<file path="src/palint_pkg.sv">
// ----------------------------------------------------------------------------
// palint_pkg
// shared types and constants for the polyline arc length interpolator
// ----------------------------------------------------------------------------
`default_nettype none

package palint_pkg;

  localparam int MaxPoints = 256;
  localparam int IdxW      = $clog2(MaxPoints);
  localparam int CntW      = IdxW + 1;
  localparam int CoordW    = 32;
  localparam int LenW      = 48;
  localparam int PosW      = 17;
  localparam int RatioW    = 17;
  localparam int RootW     = 33;
  localparam int SumSqW    = 66;
  localparam logic [PosW-1:0] OneQ16 = 17'd65536;

  typedef enum logic [1:0] {
    MODE_CLEAR = 2'd0,
    MODE_ADD   = 2'd1,
    MODE_QUERY = 2'd2,
    MODE_NONE  = 2'd3
  } mode_e;

  typedef enum logic [1:0] {
    STAT_OK     = 2'd0,
    STAT_BADPOS = 2'd1,
    STAT_FEW    = 2'd2,
    STAT_FULL   = 2'd3
  } status_e;

  typedef enum logic [2:0] {
    KIND_CLEAR,
    KIND_ADD,
    KIND_QUERY,
    KIND_BADPOS,
    KIND_NOP
  } kind_e;

  typedef struct packed {
    logic [1:0]        mode;
    logic [CoordW-1:0] point_x;
    logic [CoordW-1:0] point_y;
    logic [CoordW-1:0] point_z;
    logic [PosW-1:0]   position;
  } in_item_t;

  typedef struct packed {
    logic [CoordW-1:0] out_x;
    logic [CoordW-1:0] out_y;
    logic [CoordW-1:0] out_z;
    status_e           status;
  } out_item_t;

  // coordinate 0 is x, 1 is y, 2 is z
  typedef logic [2:0][CoordW-1:0] point_t;

  typedef struct packed {
    kind_e           kind;
    point_t          pt;
    logic [PosW-1:0] position;
  } q_entry_t;

  typedef enum logic [3:0] {
    ST_IDLE,
    ST_ADD_RD,
    ST_ADD_SQ,
    ST_ADD_GO,
    ST_ADD_RT,
    ST_Q_M1,
    ST_Q_M2,
    ST_Q_M3,
    ST_SCAN,
    ST_P0,
    ST_P1,
    ST_P2,
    ST_DIV,
    ST_LERP,
    ST_DONE
  } state_e;

endpackage

`default_nettype wire

</file>
<file path="src/palint_front.sv">
// ----------------------------------------------------------------------------
// palint_front
// input queue: takes items, classifies them and holds two for the back end
// ----------------------------------------------------------------------------
`default_nettype none

module palint_front (
  input  wire logic                 clk_i,
  input  wire logic                 rst_ni,
  input  wire logic                 in_valid_i,
  output logic                      in_stall_o,
  input  wire palint_pkg::in_item_t in_item_i,
  output logic                      q_valid_o,
  output palint_pkg::q_entry_t      q_o,
  input  wire logic                 q_pop_i
);

  palint_pkg::q_entry_t ent_q [2];
  palint_pkg::q_entry_t ent_new;
  logic                 wptr_q, rptr_q;
  logic [1:0]           fill_q;
  logic                 push;

  always_comb begin
    ent_new.pt       = {in_item_i.point_z, in_item_i.point_y, in_item_i.point_x};
    ent_new.position = in_item_i.position;
    case (in_item_i.mode)
      palint_pkg::MODE_CLEAR: ent_new.kind = palint_pkg::KIND_CLEAR;
      palint_pkg::MODE_ADD:   ent_new.kind = palint_pkg::KIND_ADD;
      palint_pkg::MODE_QUERY: begin
        // range check needs no state, so it is settled here
        if (in_item_i.position > palint_pkg::OneQ16) begin
          ent_new.kind = palint_pkg::KIND_BADPOS;
        end else begin
          ent_new.kind = palint_pkg::KIND_QUERY;
        end
      end
      default: ent_new.kind = palint_pkg::KIND_NOP;
    endcase
  end

  assign in_stall_o = (fill_q == 2'd2);
  assign push       = in_valid_i && !in_stall_o;
  assign q_valid_o  = (fill_q != 2'd0);
  assign q_o        = ent_q[rptr_q];

  always_ff @(posedge clk_i) begin
    if (push) begin
      ent_q[wptr_q] <= ent_new;
    end
  end

  always_ff @(posedge clk_i or negedge rst_ni) begin
    if (!rst_ni) begin
      wptr_q <= 1'b0;
      rptr_q <= 1'b0;
      fill_q <= 2'd0;
    end else begin
      if (push) begin
        wptr_q <= !wptr_q;
      end
      if (q_pop_i) begin
        rptr_q <= !rptr_q;
      end
      fill_q <= fill_q + {1'b0, push} - {1'b0, q_pop_i};
    end
  end

endmodule

`default_nettype wire

</file>
<file path="config.mk">
export PLATFORM = sky130hd
export DESIGN_NAME = palint_front
export DESIGN_NICKNAME = d
export VERILOG_FILES = /design/src/palint_pkg.sv /design/src/palint_front.sv
export SDC_FILE = /design/constraint.sdc
export NUM_CORES = 1
export LEC_CHECK = 0
export BUFFER_PORTS_ARGS = -buffer_cell sky130_fd_sc_hd__buf_4
export CAP_MARGIN = 20
export CORE_ASPECT_RATIO = 2
export CORE_MARGIN = 2
export CORE_UTILIZATION = 24
export DETAILED_ROUTE_END_ITERATION = 6
export PLACE_DENSITY = 0.53
export SETUP_SLACK_MARGIN = 0.5
export SLEW_MARGIN = 5
export SYNTH_ARGS = -nofsm -noshare
export SYNTH_HDL_FRONTEND = slang
export SYNTH_SLANG_ARGS = --single-unit
</file>
<file path="constraint.sdc">
create_clock -name clk_i -period 9.19 [get_ports clk_i]
set_clock_uncertainty 0.05 [all_clocks]
set_input_delay 1.838 -clock clk_i [delete_from_list [all_inputs] [get_ports clk_i]]
set_output_delay 1.838 -clock clk_i [all_outputs]
set_load 0.1 [all_outputs]
</file>
==> reports/qor.csv, run 1 <==
stage;metric;value;unit
yosys;yosys synthesis warning count;0;
critical_path;R2R depth;5;
cts;Root Driver;clkbuf_16;
yosys;Post-synth top cells;edfxtp_1 (232), mux2_2 (86), mux2_4 (30);
status;outcome;completed;
critical_path;reg2reg end;ent_q[0][51];
placement;final RePlAce weighted congestion;0.819;
critical_path;launch point of the critical path;rptr_q;
routing;DRT Pass-1 Iters;4;
yosys;Synth top area share;0.798;
routing;DRT iter0 DRCs;164;
timing;Slew Limit Fails;0;
grt;grt total ovfl;0;
yosys;sequential area share after synthesis;0.809;
grt;Total GRT Usage;0.105;
yosys;post-synthesis compound-gate area fraction;0.00100;
routing;vias per cell;4.05;
critical_path;crit end category;output pin;
cts;CTS Buf Count;23;
critical_path;CP required;7.30;ns
floorplan;Core Area;35800;um^2
yosys;largest family of logic cells by synthesized area;multiplexers;
yosys;post-synthesis simple-gate area fraction;0.00874;
routing;DR DRC count;0;
critical_path;Worst Path Arrival;3.17;ns
timing;Max Clk Rate;198;MHz
yosys;number of flops mapped to enable cells by yosys;232;
timing;worst rel slew slack;0.262;
yosys;Yosys cell types;20;
yosys;Mapped Cells;387;
cts;Post-CTS Resized;0;
cts;post-CTS setup buffer count;0;
critical_path;crit path kind;flip-flop to output pin;
critical_path;Setup crit start kind;flip-flop;
critical_path;Critical Path Sink;q_o[115];
timing;pin slew with the least headroom to its limit;1.11;ns
yosys;Yosys top cell by area;edfxtp_1;
grt;vias in the first global route;4869;
routing;post-route antenna net violation count;0;
cells_and_area;Filler Cells Inserted;3527;
cts;clock buffer depth;3;
yosys;mux contribution to synthesized area;0.162;
cts;CTS Sinks;236;
critical_path;Worst R2R Setup Slack;6.50;ns
cts;CTS HTree Levels;1;
floorplan;IO Pins;237;
cells_and_area;Area Overhead vs Synth;34.3;%
min_path;Worst Hold Class;flip-flop to flip-flop;
yosys;Post-synth top flop;edfxtp_1;
placement;Detail Placement HPWL;14500;um
floorplan;Initial Util;0.244;
floorplan;Rows;98;
cts;clock latency on the worst-skew pair;0.52;ns
cts;Reg clk slew, reported paths;0.06;ns
timing;Final period util;0.551;
yosys;Seq cells post-synth;236;
grt;largest net degree at the start of global routing;67;
grt;initial antenna violation count;6;
critical_path;Max FO, Critical Path;66;
yosys;Synth Area in XOR/XNOR;0.00401;
yosys;most common cell in the netlist;edfxtp_1;
cells_and_area;Non-Filler Instances;1107;
timing;setup violators final;0;
yosys;synth top area cells;edfxtp_1 (80%), mux2_2 (11%), mux2_4 (5.2%);
grt;first-pass GRT wire length;29700;um
floorplan;Die H;274;um
timing;min Tclk post-route;5.06;ns
routing;drt wl/cell;18.8;um
cells_and_area;NumNets Final;760;
placement;placed cells;1064;
floorplan;DIE AREA;38000;um^2
cells_and_area;layout cells sized above 1;0.597;
timing;unrepaired setup endpoints after global routing;no;
flow_run;# Max-Cap Violations;0;
routing;Vias;4479;
critical_path;worst r2r src;fill_q[1];
yosys;adder-cell area share of the yosys netlist;0.00286;
timing;endpoints failing hold;0;
yosys;Mean Syn Cell Area;22.6;um^2
routing;drt total wl;20800;um
cts;CTS Hold Bufs;0;
yosys;Syn Nets;508;
timing;Fin Setup TNS;0;ns
placement;port bufs;236;
floorplan;Die W;139;um
cts;CTS tree;done;
yosys;mapped cell area;8730;um^2
yosys;ys async rst share;0.0169;
-- registers in the layout, summed over array words and instances (netlist names) --
| register | count |
|---|---|
| ent_q | 232 |
| fill_q | 2 |
| rptr_q | 1 |
| wptr_q | 1 |
-- worst min-delay path by stage --
stage,startpoint,to,cells past startpoint
floorplan,fill_q[1],fill_q[1],1
global placement,fill_q[1],fill_q[1],1
detailed placement,fill_q[1],fill_q[1],1
CTS,fill_q[1],fill_q[1],1
global route,fill_q[1],fill_q[1],1
finish,fill_q[1],fill_q[1],1
-- worst max-delay path: stages, from the launching register on --
cell and delay (ns):
dfrtp_4 1.10, buf_4 0.76, mux2_2 0.42, buf_4 0.23
-- through the flow --
| stage | cell area [um^2] | utilization | worst slack, ns | hold slack (ns) |
|---|---|---|---|---|
| 2_1_floorplan | 8730 | - | 1.79 | 0.410 |
| 3_3_place_gp | 11000 | 0.308 | 4.65 | 0.433 |
| 3_5_place_dp | 11000 | 0.308 | 4.64 | 0.433 |
| 4_1_cts | 11700 | 0.327 | 4.05 | 0.446 |
| 5_1_grt | 11700 | 0.328 | 3.94 | 0.461 |
| 6_report | 11700 | 0.328 | 4.13 | 0.445 |
-- metal layers --
metal	track usage	vias up	wire [um]
li1	-	2048	-
met1	0.0936	2208	6390
met2	0.204	163	12100
met3	0.0234	56	1050
met4	0.0766	4	1270
met5	0	-	23
-- kinds of logic (layout without fill, tap and decap cells) --
family | after synthesis | after routing
flops | 236 | 236
mux | 116 | 116
buf+inv | 15 | 281
simple gates | 13 | 13
xor+xnor | 4 | 4
fa+ha+maj | 2 | 2
compound gates | 1 | 1
other cells | 0 | 4
-- placed cells by master (no fill, tap or decap) --
cell type / count
nand2b_1: 1
and2_1: 1
nor2_4: 1
a31o_2: 1
mux2_4: 30
dfrtp_4: 1
bufinv_16: 2
and3_4: 1
xor2_1: 1
clkinv_4: 1
xnor2_1: 3
clkbuf_1: 7
inv_1: 2
or2_2: 1
clkbuf_16: 23
dfrtp_1: 3
clkinv_1: 3
nand2_1: 1
buf_4: 240
edfxtp_1: 232
diode_2: 4
inv_6: 1
ha_1: 2
nand4_1: 1
nor4_1: 4
nor2b_1: 2
clkinv_2: 2
mux2_2: 86
-- layout make-up --
| cell class | instances | area, um^2 | share of cell area |
|---|---|---|---|
| diodes | 4 | 10.0 | 0.000853 |
| clock buffers | 30 | 602 | 0.0513 |
| clock inverters | 9 | 98.8 | 0.00843 |
| inverters | 2 | 7.51 | 0.000640 |
| multi-input cells | 136 | 1580 | 0.134 |
| flip-flops and latches | 236 | 7070 | 0.603 |
| well taps | 450 | 563 | 0.0480 |
| repair buffers | 240 | 1800 | 0.154 |
Power of run 1 is left out: the tool's default activity adds up to more than one toggle a clock period on the data nets, which glitch-free logic cannot reach.
==> run 2: changes to the inputs <==
ABC_AREA = 1   (was unset)
PLACE_DENSITY = 0.54   (was 0.53)
clock period = 4.3 ns   (was 9.19 ns; I/O delays follow)
==> run 2 against run 1 <==
Register-to-register slack lost 4.0 ns. Via count grew 1.1%. Die area grew 0.35%. Synthesized cell count grew 3.9%. Critical path type unchanged. Largest cell class unchanged.
==> reports/qor.csv, run 2 <==
stage;metric;value;unit;change
cells_and_area;area occupied by registers;7070;um^2;unchanged
timing;Fin Setup TNS;0;ns;unchanged
cts;post-CTS setup buffer count;0;;unchanged
grt;Total GRT Usage;0.100;;-0.00524
cells_and_area;Area Overhead vs Synth;36.1;%;
yosys;most common cell in the netlist;edfxtp_1;;
cells_and_area;largest reg by FF count;ent_q;;
yosys;Post-synth top cells;edfxtp_1 (232), mux2_2 (86), mux2_4 (30);;
cts;Root Driver;clkbuf_16;;
cells_and_area;Largest regs;ent_q: 232 flops, fill_q: 2 flops;;
min_path;Worst Hold Class;primary input to async pin;;
cts;clock latency on the worst-skew pair;0.53;ns;about the same
cells_and_area;Non-Filler Instances;1131;;+2.2%
grt;grt total ovfl;0;;unchanged
floorplan;Core Area;36300;um^2;+1.4%
routing;Vias;4527;;+1.1%
yosys;ys async rst share;0.0169;;unchanged
placement;port bufs;236;;unchanged
cts;CTS HTree Levels;1;;unchanged
cells_and_area;layout cells sized above 1;0.596;;-0.00109
timing;worst rel slew slack;0.553;;+0.291
critical_path;Crit path largest cell delay;0.84;ns;-0.26 ns
critical_path;CP required;3.39;ns;-3.91 ns
timing;min Tclk post-route;3.44;ns;
cts;Reg clk slew, reported paths;0.06;ns;about the same
timing;setup violators final;0;;unchanged
critical_path;Max FO, Critical Path;40;;-39%
critical_path;most used cell, CP;buf_4;;
timing;final worst slack;0.862;ns;-3.27 ns
routing;DR DRC count;0;;unchanged
yosys;Seq cells post-synth;236;;unchanged
cells_and_area;Filler Cells Inserted;3538;;+0.31%
routing;DRT Pass-1 Iters;4;;unchanged
yosys;number of flops mapped to enable cells by yosys;232;;unchanged
floorplan;Rows;99;;+1.0%
critical_path;crit end category;output pin;;
yosys;Post-synth top flop;edfxtp_1;;
routing;drt total wl;20100;um;-3.2%
grt;initial antenna violation count;4;;-2
cts;CTS tree;done;;
routing;vias per cell;4.00;;-1.1%
critical_path;worst path cell trace;buf_4 -> mux2_2 -> buf_4;;
flow_run;# Max-Cap Violations;0;;unchanged
yosys;synth top area cells;edfxtp_1 (79%), mux2_2 (11%), mux2_4 (5.1%);;
grt;largest net degree at the start of global routing;57;;-15%
grt;vias in the first global route;4807;;-1.3%
cts;CTS Hold Bufs;0;;unchanged
floorplan;IO Pins;237;;unchanged
critical_path;Setup crit start kind;flip-flop;;
critical_path;Worst path slowest cell;dfrtp_4;;
yosys;Synth top area share;0.795;;-0.00285
status;outcome;completed;;
cts;clock buffer depth;3;;unchanged
yosys;Mean Syn Cell Area;21.8;um^2;-3.4%
placement;Place WS;1.37;ns;-3.27 ns
yosys;mapped cell area;8770;um^2;+0.36%
routing;post-route antenna net violation count;0;;unchanged
placement;final RePlAce weighted congestion;0.709;;-13%
cts;CTS Buf Count;24;;+4.3%
yosys;yosys synthesis warning count;0;;unchanged
floorplan;Die H;274;um;+0.18%
cells_and_area;multi-input logic area;1600;um^2;+1.4%
yosys;Mapped Cells;402;;+3.9%
yosys;Yosys top cell by area;edfxtp_1;;
yosys;Yosys cell types;15;;-25%
cells_and_area;NumNets Final;780;;+2.6%
critical_path;crit path kind;flip-flop to output pin;;
cells_and_area;most frequent cells in the layout;buf_4 (239), edfxtp_1 (232), mux2_2 (86), mux2_4 (30), clkbuf_16 (24);;
placement;Detail Placement HPWL;14100;um;-3.0%
timing;endpoints failing hold;0;;unchanged
cts;CTS Sinks;236;;unchanged
grt;first-pass GRT wire length;28400;um;-4.2%
placement;placed cells;1087;;+2.2%
timing;Slew Limit Fails;0;;unchanged
timing;Max Clk Rate;291;MHz;
yosys;sequential area share after synthesis;0.806;;-0.00289
cells_and_area;max reg flops;232;;unchanged
yosys;Syn Nets;523;;+3.0%
floorplan;DIE AREA;38200;um^2;+0.35%
routing;drt wl/cell;17.8;um;-5.3%
timing;Final period util;0.799;;
timing;pin slew with the least headroom to its limit;0.670;ns;-0.437 ns
routing;DRT iter0 DRCs;170;;+3.7%
cts;Post-CTS Resized;0;;unchanged
critical_path;Worst Path Arrival;2.53;ns;-0.64 ns
cells_and_area;commonest non-fill, non-tap cell in the layout;buf_4;;
cells_and_area;Core Util, Final;0.329;;+0.00120
floorplan;Die W;139;um;+0.18%
timing;unrepaired setup endpoints after global routing;no;;
floorplan;Initial Util;0.242;;-0.00243
[run 2: worst paths after layout]
check	start	endpoint	slack [ns]	depth (start not counted)
max in group asynchronous	rst_ni	rptr_q	4.02	1
min	rst_ni	wptr_q	0.07	1
max	rptr_q	q_o[47]	0.86	3
min in group clk_i	in_item_i[33]	ent_q[0][97]	0.45	1
min reg2reg	fill_q[0]	fill_q[0]	0.50	1
max reg2reg	fill_q[0]	fill_q[1]	2.48	6
[run 2: layer usage]
metal | track usage | part of all wire
met5 | 0 | 0.0015
met4 | 0.0540 | 0.045
met3 | 0.0264 | 0.061
met2 | 0.201 | 0.58
met1 | 0.0880 | 0.31
[run 2: final cells by class]
class	instances	area share
Clock inverter	14	0.0110
Antenna cell	1	0.000210
Timing Repair Buffer	244	0.159
Multi-Input combinational cell	148	0.134
Clock buffer	29	0.0544
Sequential cell	236	0.592
Inverter	5	0.00157
Tap cell	454	0.0476
[run 2: critical path, delay by kind of cell (launching register included)]
family,cells,cell delay (ns)
flops,1,0.84
buf+inv,2,0.71
mux,1,0.39
[run 2: cells by family (layout without fill, tap and decap cells)]
| logic type | count (synthesis) | after routing | synth area share |
|---|---|---|---|
| mux | 116 | 116 | 0.162 |
| simple gates | 25 | 25 | 0.0114 |
| buf+inv | 18 | 292 | 0.0131 |
| compound gates | 1 | 1 | 0.000570 |
| xor+xnor | 4 | 4 | 0.00400 |
| other cells | 0 | 1 | 0 |
| fa+ha+maj | 2 | 2 | 0.00285 |
| flops | 236 | 236 | 0.806 |
[run 2: metrics by stage]
| step | area [um^2] | hold WS [ns] |
|---|---|---|
| 3_3_place_gp | 11200 | 0.480 |
| 5_1_grt | 11900 | 0.0400 |
| 2_1_floorplan | 8770 | 0.465 |
| 3_5_place_dp | 11200 | 0.493 |
| 6_report | 11900 | 0.0651 |
| 4_1_cts | 11900 | 0.0256 |
Power of run 2 is left out for the same reason.
